$ cat config.mk
export PLATFORM = sky130hd
export DESIGN_NAME = safety_state_machine_link_watchdog_core
export DESIGN_NICKNAME = d
export VERILOG_FILES = /design/src/hdl/sslw_pkg.sv /design/src/hdl/sslw_front.sv /design/src/hdl/sslw_queue.sv /design/src/hdl/sslw_back.sv /design/src/hdl/safety_state_machine_link_watchdog_core.sv
export VERILOG_INCLUDE_DIRS = /design/src /design/src/hdl
export SDC_FILE = /design/constraint.sdc
export NUM_CORES = 1
export LEC_CHECK = 0
export ABC_CLOCK_PERIOD_IN_PS = 6900
export BUFFER_PORTS_ARGS = -buffer_cell sky130_fd_sc_hd__buf_4
export CAP_MARGIN = 20
export CORE_MARGIN = 2
export CORE_UTILIZATION = 47
export CTS_BUF_LIST = sky130_fd_sc_hd__clkbuf_8
export CTS_CLUSTER_SIZE = 40
export DETAILED_ROUTE_END_ITERATION = 7
export PLACE_DENSITY = 0.66
export SLEW_MARGIN = 20
export SYNTH_ARGS = -nofsm -noshare
export SYNTH_HDL_FRONTEND = slang
export SYNTH_SLANG_ARGS = --single-unit
$ cat constraint.sdc
create_clock -name clk_i -period 6.9 [get_ports clk_i]
set_input_delay 0.69 -clock clk_i [delete_from_list [all_inputs] [get_ports clk_i]]
set_output_delay 0.69 -clock clk_i [all_outputs]
set_load 0.03 [all_outputs]
$ cat src/hdl/safety_state_machine_link_watchdog_core_macros.svh
// Assertion helpers shared by the watchdog queue and back-end files.
`ifndef SAFETY_STATE_MACHINE_LINK_WATCHDOG_CORE_MACROS_SVH
`define SAFETY_STATE_MACHINE_LINK_WATCHDOG_CORE_MACROS_SVH

// Same-cycle implication, checked out of reset.
`define SSLW_ASSERT_NOW(lbl, ante, cons, msg) \
  lbl: assert property (@(posedge clk_i) disable iff (!rst_ni) (ante) |-> (cons)) \
    else $error(msg);

// Next-cycle implication, checked out of reset.
`define SSLW_ASSERT_NEXT(lbl, ante, cons, msg) \
  lbl: assert property (@(posedge clk_i) disable iff (!rst_ni) (ante) |=> (cons)) \
    else $error(msg);

`endif

$ cat src/hdl/sslw_pkg.sv
`default_nettype none

package sslw_pkg;

  typedef enum logic [2:0] {
    MODE_INIT   = 3'd0,
    MODE_SAFE   = 3'd1,
    MODE_TEST   = 3'd2,
    MODE_UNSAFE = 3'd3,
    MODE_IGNITE = 3'd4,
    MODE_ABORT  = 3'd5
  } mode_e;

  typedef enum logic [2:0] {
    CFG_OWN_ID   = 3'd0,
    CFG_BCAST_ID = 3'd1,
    CFG_REQ_CODE = 3'd2,
    CFG_MIN_HDR  = 3'd3,
    CFG_TIMEOUT  = 3'd4
  } cfg_idx_e;

  localparam int unsigned CfgIdxW  = 3;
  localparam int unsigned CfgDataW = 16;

  localparam logic [7:0]  OwnIdRst    = 8'd0;
  localparam logic [7:0]  BcastIdRst  = 8'd255;
  localparam logic [7:0]  ReqCodeRst  = 8'd0;
  localparam logic [7:0]  MinHdrRst   = 8'd16;
  localparam logic [15:0] TimeoutRst  = 16'd500;
  // byte holding the requested state code
  localparam logic [15:0] ReqByteOfs  = 16'd15;
  localparam logic [7:0]  MaxModeCode = 8'd5;

  typedef struct packed {
    logic        kind;
    logic [31:0] now_ms;
    logic [15:0] datagram_length;
    logic [7:0]  target_device;
    logic [7:0]  payload_kind;
    logic [7:0]  requested_state;
  } in_item_t;

  typedef struct packed {
    logic [2:0] machine_state;
    logic       request_taken;
    logic       timeout_abort;
  } out_item_t;

  typedef struct packed {
    logic [7:0]  own_id;
    logic [7:0]  bcast_id;
    logic [7:0]  req_code;
    logic [7:0]  min_hdr;
    logic [15:0] timeout;
  } cfg_t;

  // classified item handed from front to back
  typedef struct packed {
    logic        is_tick;
    logic [31:0] now_ms;
    logic        hdr_ok;
    logic        req_ok;
    mode_e       req_state;
  } cls_item_t;

  function automatic logic move_ok(mode_e cur, mode_e req);
    logic ok;
    ok = 1'b0;
    unique case (cur)
      MODE_SAFE:   ok = (req == MODE_TEST) || (req == MODE_UNSAFE);
      MODE_TEST:   ok = (req == MODE_SAFE);
      MODE_UNSAFE: ok = (req == MODE_SAFE) || (req == MODE_IGNITE) || (req == MODE_ABORT);
      MODE_IGNITE: ok = (req == MODE_SAFE) || (req == MODE_ABORT);
      MODE_ABORT:  ok = (req == MODE_SAFE);
      default:     ok = 1'b0;
    endcase
    return ok;
  endfunction

endpackage

`default_nettype wire

$ cat src/hdl/sslw_front.sv
`default_nettype none

module sslw_front (
  input  wire                   in_valid_i,
  input  sslw_pkg::in_item_t    in_item_i,
  input  sslw_pkg::cfg_t        cfg_i,
  input  wire                   q_full_i,
  output logic                  in_stall_o,
  output logic                  push_o,
  output sslw_pkg::cls_item_t   cls_o
);

  logic addressed;

  assign addressed = (in_item_i.target_device == cfg_i.own_id)
                  || (in_item_i.target_device == cfg_i.bcast_id);

  assign in_stall_o = q_full_i;
  assign push_o     = in_valid_i && !q_full_i;

  always_comb begin
    cls_o.is_tick   = !in_item_i.kind;
    cls_o.now_ms    = in_item_i.now_ms;
    cls_o.hdr_ok    = in_item_i.datagram_length >= {8'd0, cfg_i.min_hdr};
    // codes above abort are never a legal target
    cls_o.req_ok    = addressed
                   && (in_item_i.payload_kind == cfg_i.req_code)
                   && (in_item_i.datagram_length > sslw_pkg::ReqByteOfs)
                   && (in_item_i.requested_state <= sslw_pkg::MaxModeCode);
    cls_o.req_state = sslw_pkg::mode_e'(in_item_i.requested_state[2:0]);
  end

endmodule

`default_nettype wire

$ cat src/hdl/sslw_queue.sv
`default_nettype none
`include "safety_state_machine_link_watchdog_core_macros.svh"

module sslw_queue #(
  parameter int unsigned Width = 8,
  parameter int unsigned Depth = 2
) (
  input  wire               clk_i,
  input  wire               rst_ni,
  input  wire               push_i,
  input  wire [Width-1:0]   data_i,
  input  wire               pop_i,
  output logic              full_o,
  output logic              valid_o,
  output logic [Width-1:0]  data_o
);

  localparam int unsigned PtrW = (Depth > 1) ? $clog2(Depth) : 1;
  localparam int unsigned CntW = $clog2(Depth + 1);

  logic [Width-1:0] mem_q [Depth];
  logic [PtrW-1:0]  wr_ptr_q, wr_ptr_d;
  logic [PtrW-1:0]  rd_ptr_q, rd_ptr_d;
  logic [CntW-1:0]  cnt_q, cnt_d;
  logic             push, pop;

  assign push    = push_i && !full_o;
  assign pop     = pop_i && valid_o;
  assign full_o  = (cnt_q == CntW'(Depth));
  assign valid_o = (cnt_q != '0);
  assign data_o  = mem_q[rd_ptr_q];

  always_comb begin
    wr_ptr_d = wr_ptr_q;
    rd_ptr_d = rd_ptr_q;
    cnt_d    = cnt_q;
    if (push) begin
      wr_ptr_d = (wr_ptr_q == PtrW'(Depth - 1)) ? '0 : wr_ptr_q + PtrW'(1);
    end
    if (pop) begin
      rd_ptr_d = (rd_ptr_q == PtrW'(Depth - 1)) ? '0 : rd_ptr_q + PtrW'(1);
    end
    if (push && !pop) begin
      cnt_d = cnt_q + CntW'(1);
    end else if (pop && !push) begin
      cnt_d = cnt_q - CntW'(1);
    end
  end

  always_ff @(posedge clk_i or negedge rst_ni) begin
    if (!rst_ni) begin
      wr_ptr_q <= '0;
      rd_ptr_q <= '0;
      cnt_q    <= '0;
    end else begin
      wr_ptr_q <= wr_ptr_d;
      rd_ptr_q <= rd_ptr_d;
      cnt_q    <= cnt_d;
    end
  end

  always_ff @(posedge clk_i) begin
    if (push) begin
      mem_q[wr_ptr_q] <= data_i;
    end
  end

  `SSLW_ASSERT_NOW(a_cnt_bound, 1'b1, cnt_q <= CntW'(Depth), "queue count above depth")
  `SSLW_ASSERT_NEXT(a_cnt_inc, push && !pop, cnt_q == $past(cnt_q) + CntW'(1), "count did not grow")

endmodule

`default_nettype wire

$ cat src/hdl/sslw_back.sv
`default_nettype none
`include "safety_state_machine_link_watchdog_core_macros.svh"

module sslw_back (
  input  wire                   clk_i,
  input  wire                   rst_ni,
  input  wire                   q_valid_i,
  input  sslw_pkg::cls_item_t   cls_i,
  input  wire [15:0]            timeout_i,
  output logic                  pop_o,
  input  wire                   out_stall_i,
  output logic                  out_valid_o,
  output sslw_pkg::out_item_t   out_item_o
);

  sslw_pkg::mode_e     mode_q, mode_d;
  logic [31:0]         time_q, time_d;
  logic [31:0]         last_q, last_d;
  logic                out_valid_q, out_valid_d;
  sslw_pkg::out_item_t out_q, out_d;
  logic [31:0]         elapsed;
  logic                armed;
  logic                tmo;
  logic                taken;

  assign pop_o   = q_valid_i && (!out_valid_q || !out_stall_i);
  assign elapsed = cls_i.now_ms - last_q;
  assign armed   = (mode_q == sslw_pkg::MODE_UNSAFE) || (mode_q == sslw_pkg::MODE_IGNITE);

  always_comb begin
    mode_d      = mode_q;
    time_d      = time_q;
    last_d      = last_q;
    out_valid_d = out_valid_q;
    out_d       = out_q;
    tmo         = 1'b0;
    taken       = 1'b0;
    if (out_valid_q && !out_stall_i) begin
      out_valid_d = 1'b0;
    end
    if (pop_o) begin
      if (cls_i.is_tick) begin
        time_d = cls_i.now_ms;
        tmo    = armed && (elapsed >= {16'd0, timeout_i});
        if (tmo) begin
          mode_d = sslw_pkg::MODE_ABORT;
        end else if (mode_q == sslw_pkg::MODE_INIT) begin
          mode_d = sslw_pkg::MODE_SAFE;
        end
      end else if (cls_i.hdr_ok) begin
        // stamp with the last tick time, not the datagram's own time field
        last_d = time_q;
        taken  = cls_i.req_ok && sslw_pkg::move_ok(mode_q, cls_i.req_state);
        if (taken) begin
          mode_d = cls_i.req_state;
        end
      end
      out_valid_d         = 1'b1;
      out_d.machine_state = mode_d;
      out_d.request_taken = taken;
      out_d.timeout_abort = tmo;
    end
  end

  always_ff @(posedge clk_i or negedge rst_ni) begin
    if (!rst_ni) begin
      mode_q      <= sslw_pkg::MODE_INIT;
      time_q      <= '0;
      last_q      <= '0;
      out_valid_q <= 1'b0;
    end else begin
      mode_q      <= mode_d;
      time_q      <= time_d;
      last_q      <= last_d;
      out_valid_q <= out_valid_d;
    end
  end

  always_ff @(posedge clk_i) begin
    out_q <= out_d;
  end

  assign out_valid_o = out_valid_q;
  assign out_item_o  = out_q;

  `SSLW_ASSERT_NOW(a_flags_excl, out_valid_q, !(out_q.request_taken && out_q.timeout_abort), "taken and timeout both set")
  `SSLW_ASSERT_NOW(a_tmo_abort, out_valid_q && out_q.timeout_abort, out_q.machine_state == sslw_pkg::MODE_ABORT, "timeout without abort")
  `SSLW_ASSERT_NEXT(a_tick_leaves_init, pop_o && cls_i.is_tick, mode_q != sslw_pkg::MODE_INIT, "still init after tick")

endmodule

`default_nettype wire

$ cat src/hdl/safety_state_machine_link_watchdog_core.sv
// Station supervisory state machine with link watchdog.
// Input channel (in_valid_i / in_stall_o, in_item_i): each item is a
// millisecond tick (kind 0) or a received datagram (kind 1). Output channel
// (out_valid_o / out_stall_i, out_item_o): one result per item, in order,
// with the state after the item and the taken/timeout flags.
// Config: cfg_we_i writes cfg_wdata_i to register cfg_idx_i (0 own id,
// 1 broadcast id, 2 request code, 3 min header length, 4 timeout in ms);
// other indexes are ignored. Write only while the block is empty.
// An accepted item is written into the queue, then its result into the
// output register. Throughput: one item per cycle unless the output stalls;
// the back end updates state, time stamps and the timeout compare per item.
// Reset: state init, tick time and last-receive time zero, registers at
// their defaults, queue and output register empty.
// A stalled result holds in the output register; items keep landing in the
// QueueDepth-entry queue and in_stall_o rises once it is full.
`default_nettype none

module safety_state_machine_link_watchdog_core #(
  parameter int unsigned QueueDepth = 2
) (
  input  wire                              clk_i,
  input  wire                              rst_ni,
  input  wire                              in_valid_i,
  output logic                             in_stall_o,
  input  sslw_pkg::in_item_t               in_item_i,
  output logic                             out_valid_o,
  input  wire                              out_stall_i,
  output sslw_pkg::out_item_t              out_item_o,
  input  wire                              cfg_we_i,
  input  wire [sslw_pkg::CfgIdxW-1:0]      cfg_idx_i,
  input  wire [sslw_pkg::CfgDataW-1:0]     cfg_wdata_i
);

  localparam int unsigned ClsW = $bits(sslw_pkg::cls_item_t);

  sslw_pkg::cfg_t      cfg_q;
  sslw_pkg::cls_item_t cls_in, cls_out;
  logic [ClsW-1:0]     q_rdata;
  logic                push, pop, q_full, q_valid;

  always_ff @(posedge clk_i or negedge rst_ni) begin
    if (!rst_ni) begin
      cfg_q.own_id   <= sslw_pkg::OwnIdRst;
      cfg_q.bcast_id <= sslw_pkg::BcastIdRst;
      cfg_q.req_code <= sslw_pkg::ReqCodeRst;
      cfg_q.min_hdr  <= sslw_pkg::MinHdrRst;
      cfg_q.timeout  <= sslw_pkg::TimeoutRst;
    end else if (cfg_we_i) begin
      unique case (sslw_pkg::cfg_idx_e'(cfg_idx_i))
        sslw_pkg::CFG_OWN_ID:   cfg_q.own_id   <= cfg_wdata_i[7:0];
        sslw_pkg::CFG_BCAST_ID: cfg_q.bcast_id <= cfg_wdata_i[7:0];
        sslw_pkg::CFG_REQ_CODE: cfg_q.req_code <= cfg_wdata_i[7:0];
        sslw_pkg::CFG_MIN_HDR:  cfg_q.min_hdr  <= cfg_wdata_i[7:0];
        sslw_pkg::CFG_TIMEOUT:  cfg_q.timeout  <= cfg_wdata_i;
        default: ;
      endcase
    end
  end

  sslw_front u_front (
    .in_valid_i (in_valid_i),
    .in_item_i  (in_item_i),
    .cfg_i      (cfg_q),
    .q_full_i   (q_full),
    .in_stall_o (in_stall_o),
    .push_o     (push),
    .cls_o      (cls_in)
  );

  sslw_queue #(
    .Width (ClsW),
    .Depth (QueueDepth)
  ) u_queue (
    .clk_i   (clk_i),
    .rst_ni  (rst_ni),
    .push_i  (push),
    .data_i  (cls_in),
    .pop_i   (pop),
    .full_o  (q_full),
    .valid_o (q_valid),
    .data_o  (q_rdata)
  );

  assign cls_out = sslw_pkg::cls_item_t'(q_rdata);

  sslw_back u_back (
    .clk_i       (clk_i),
    .rst_ni      (rst_ni),
    .q_valid_i   (q_valid),
    .cls_i       (cls_out),
    .timeout_i   (cfg_q.timeout),
    .pop_o       (pop),
    .out_stall_i (out_stall_i),
    .out_valid_o (out_valid_o),
    .out_item_o  (out_item_o)
  );

endmodule

`default_nettype wire
==> impl_results.md <==
* Cells after Synth at 925
* Critical path type: reg2reg
* Vias in the first global route at 7311
* Tot Pwr at 6.22 mW
* Io pins at 104
* # hold bufs at CTS at 0
* Maximum clock path buffer count at 3
* Post-synth ARST share at 59.7%
* CTS tree: yes
* Largest net degree at the start of global routing at 67
* Pwr Density at 505 nW/µm²
* Placed cell count at 1286
* Dpl ws at 1260 ps
* Post-cts resize count at 0
* Ys flop type: dfrtp_1
* Fmax at 0.178 GHz
* CTS root buffer: clkbuf_8
* Die X at 154 µm
* Layout Utilization at 56.3%
* Tightest slew margin relative to the limit at 31.6%
* CTS Sinks at 201
* Fillers at 1919
* Static leakage at 5.22 nW
* Crit path time final at 5600 ps
* Initial antenna violation count at 0
* Pre-Repair DR Iteration Count at 4
* CP Max Fanout at 27
* Clock insertion delay at the later pin of the skew report at 510 ps
* Core ar. at 21900 µm²
* Final worst-path cycle share at 81.2%
* FP Rows at 54
* Residual DRC at 0
* Multi-input logic area at 4710 µm²
* Sequential element share of the synthesized area at 51.9%
* Crit end category: flip-flop
* Max-Cap Viols at 0
* R2r worst-path depth at 18
* Initial Util at 48.0%
* Yosys warns at 0
* Detailed Route WL at 22300 µm
* DR iter-0 viols at 395
* Pins Over Slew Limit at 0
* Netlist cell types at 72
* Die ar. at 23600 µm²
* Cell Area, Synth at 10500 µm²
* Layout Cells excl Fill at 1351
* CTS HTree Levels at 2
* Post-route setup slack at 1300 ps
* Seq cells post-synth at 201
* Register-to-Register Setup Slack at 1300 ps
* Routed WL per cell at 16.5 µm
* Area contributors post-synth: dfrtp_1 25%, edfxtp_1 23%, mux2_2 10%, ha_1 6.9%, dfstp_2 3.8%
* Post CTS Setup Buffer Count at 0
* Setup TNS at 0 ps
* I/O Buffers at 103
* GRT Util Overall at 19.3%
* Final GP Congestion at 0.860
* Syn Area/Cell at 11.4 µm²
* Worst-Margin Slew at 1030 ps
* Clock transition at path regs at 60 ps
* Post-DP HPWL at 15900 µm
* First-pass GRT wire length at 37100 µm
* Grt ovf at 0
* Die height at 154 µm
* Arr. time, crit path at 6010 ps
* P&R area growth vs syn at 17.3%
* Synth area leader: dfrtp_1
* Final hold viol count at 0
* Register area at 5460 µm²
* Worst vdd ir at 0.208 mV
* Diodes inserted at 0
* Yosys top cell area share at 25.0%
* Worst EP required at 7310 ps
* Post-route ant nets at 0
* Clk_skew at 20.6 ps
* Via total after detailed routing at 7190
* Synth Net Count at 1081
* Final setup violating endpoints at 0
* Startpoint types: flip-flop
* Worst Hold Class: in2async
* Post-synth EDFFs at 81
* RSZ-0062 raised after global routing: false
* Layout cells sized above 1 at 28.1%
* Total CTS buffers at 36
* Final #Nets at 1201
* Avg Vias per Cell at 5.32
* Outcome: complete, no violations
-- through the flow --
step / instance area, µm² / hold slack [ps]
global placement: 11600 / 455
global route: 12300 / 283
finish: 12300 / 241
CTS: 12300 / 254
floorplan: 10500 / 394
detailed placement: 11600 / 465
-- per-layer routing --
layer / global-route usage, % / up-vias / routed length (µm)
li1: - / 3554 / -
met1: 27.6 / 3460 / 10900
met2: 30.3 / 134 / 10100
met3: 3.02 / 42 / 837
met4: 5.94 / 0 / 489
met5: 0 / - / 0
-- cell usage after synthesis (all sizes together), types with 7 or more instances --
library cell and number:
nor3 14, nand3 9, a21oi 46, nor4 13, xnor2 20, edfxtp 81
a21o 11, buf 9, nand2 98, dfstp 15, clkbuf 21, mux2i 12
a211oi 7, o21ai 79, xor2 32, inv 67, nand2b 10, dfrtp 105
nand4 8, mux2 97, nor2 40, ha 58
-- state kept, by name, indices dropped and copies added (netlist names) --
name and count:
u_queue.mem_q 76, u_back.out_valid_o 1, u_queue.wr_ptr_q 1, u_back.out_item_o 5, cfg_q 48, u_back.last_q 32, u_back.mode_q 3, u_queue.cnt_q 2
u_back.time_q 32, u_queue.rd_ptr_q 1
-- critical path, stage by stage, from the launching register on --
cell       delay [ps]
dfrtp_2           810
mux2_2            450
ha_1              380
a21oi_2           240
nand2b_1           70
o21ai_0           280
nand2_1           190
a21boi_0          250
xnor2_1           170
ha_1              290
nand4_1           160
a211oi_1           80
a2111oi_2         360
o21ai_0           150
nor4_1            270
o2111ai_1         170
or4b_1            540
o41a_1            440
a21o_1            160
-- cell type report --
cell class	count	share of cell area, %
Sequential cell	201	44.3
Multi-Input combinational cell	627	38.2
Tap cell	280	2.84
Clock inverter	24	1.21
Clock buffer	40	4.47
Timing Repair Buffer	112	6.98
Inverter	67	2.04
-- cells in the final DEF (no fill, tap or decap), types with 6 or more instances in the layout --
master      n
buf_4     111
nand2_1    97
dfstp_2    15
mux2i_1    12
nor2_1     37
o21a_1      6
ha_1       58
mux2_2     97
a21oi_2     6
nand4_1     8
xor2_1     32
clkbuf_8   40
dfrtp_1   104
a211oi_1    6
inv_1      82
a21o_1     10
nor3_1     11
edfxtp_1   81
a21oi_1    38
o21ai_0    73
nor4_1     13
nand2b_1   10
nand3_1     9
xnor2_1    20
-- final timing paths --
check	from	to
setup / recovery	u_queue.rd_ptr_q$_DFFE_PN0P_	u_back.mode_q[2]$_DFFE_PN0P_
hold / removal	rst_ni	cfg_q[41]$_DFFE_PN0P_
setup reg to reg	u_queue.rd_ptr_q$_DFFE_PN0P_	u_back.mode_q[2]$_DFFE_PN0P_
hold reg to reg	u_back.time_q[9]$_DFFE_PN0P_	u_back.last_q[9]$_DFFE_PN0P_
max in group asynchronous	rst_ni	cfg_q[42]$_DFFE_PN0P_
min in group clk_i	in_item_i[71]	u_queue.mem_q[0][36]$_DFFE_PP_
-- where the power goes --
part	internal, mW	switching [mW]	total, mW
registers	1.67	0.189	1.86
clock network	0.606	0.472	1.08
logic	1.39	1.88	3.28
-- kinds of logic (layout without fill, tap and decap cells) --
kind of cell / Yosys count / after routing / share of synthesized area (%)
and+or+nand+nor: 217 / 217 / 9.70
DFF: 201 / 201 / 51.9
AOI/OAI and AO/OA: 190 / 190 / 11.8
muxes: 109 / 109 / 11.5
buffers and inverters: 97 / 243 / 3.58
adders and majority gates: 59 / 59 / 7.10
xor gates and xnor gates: 52 / 52 / 4.33
Power figures use the tool's default switching activity.
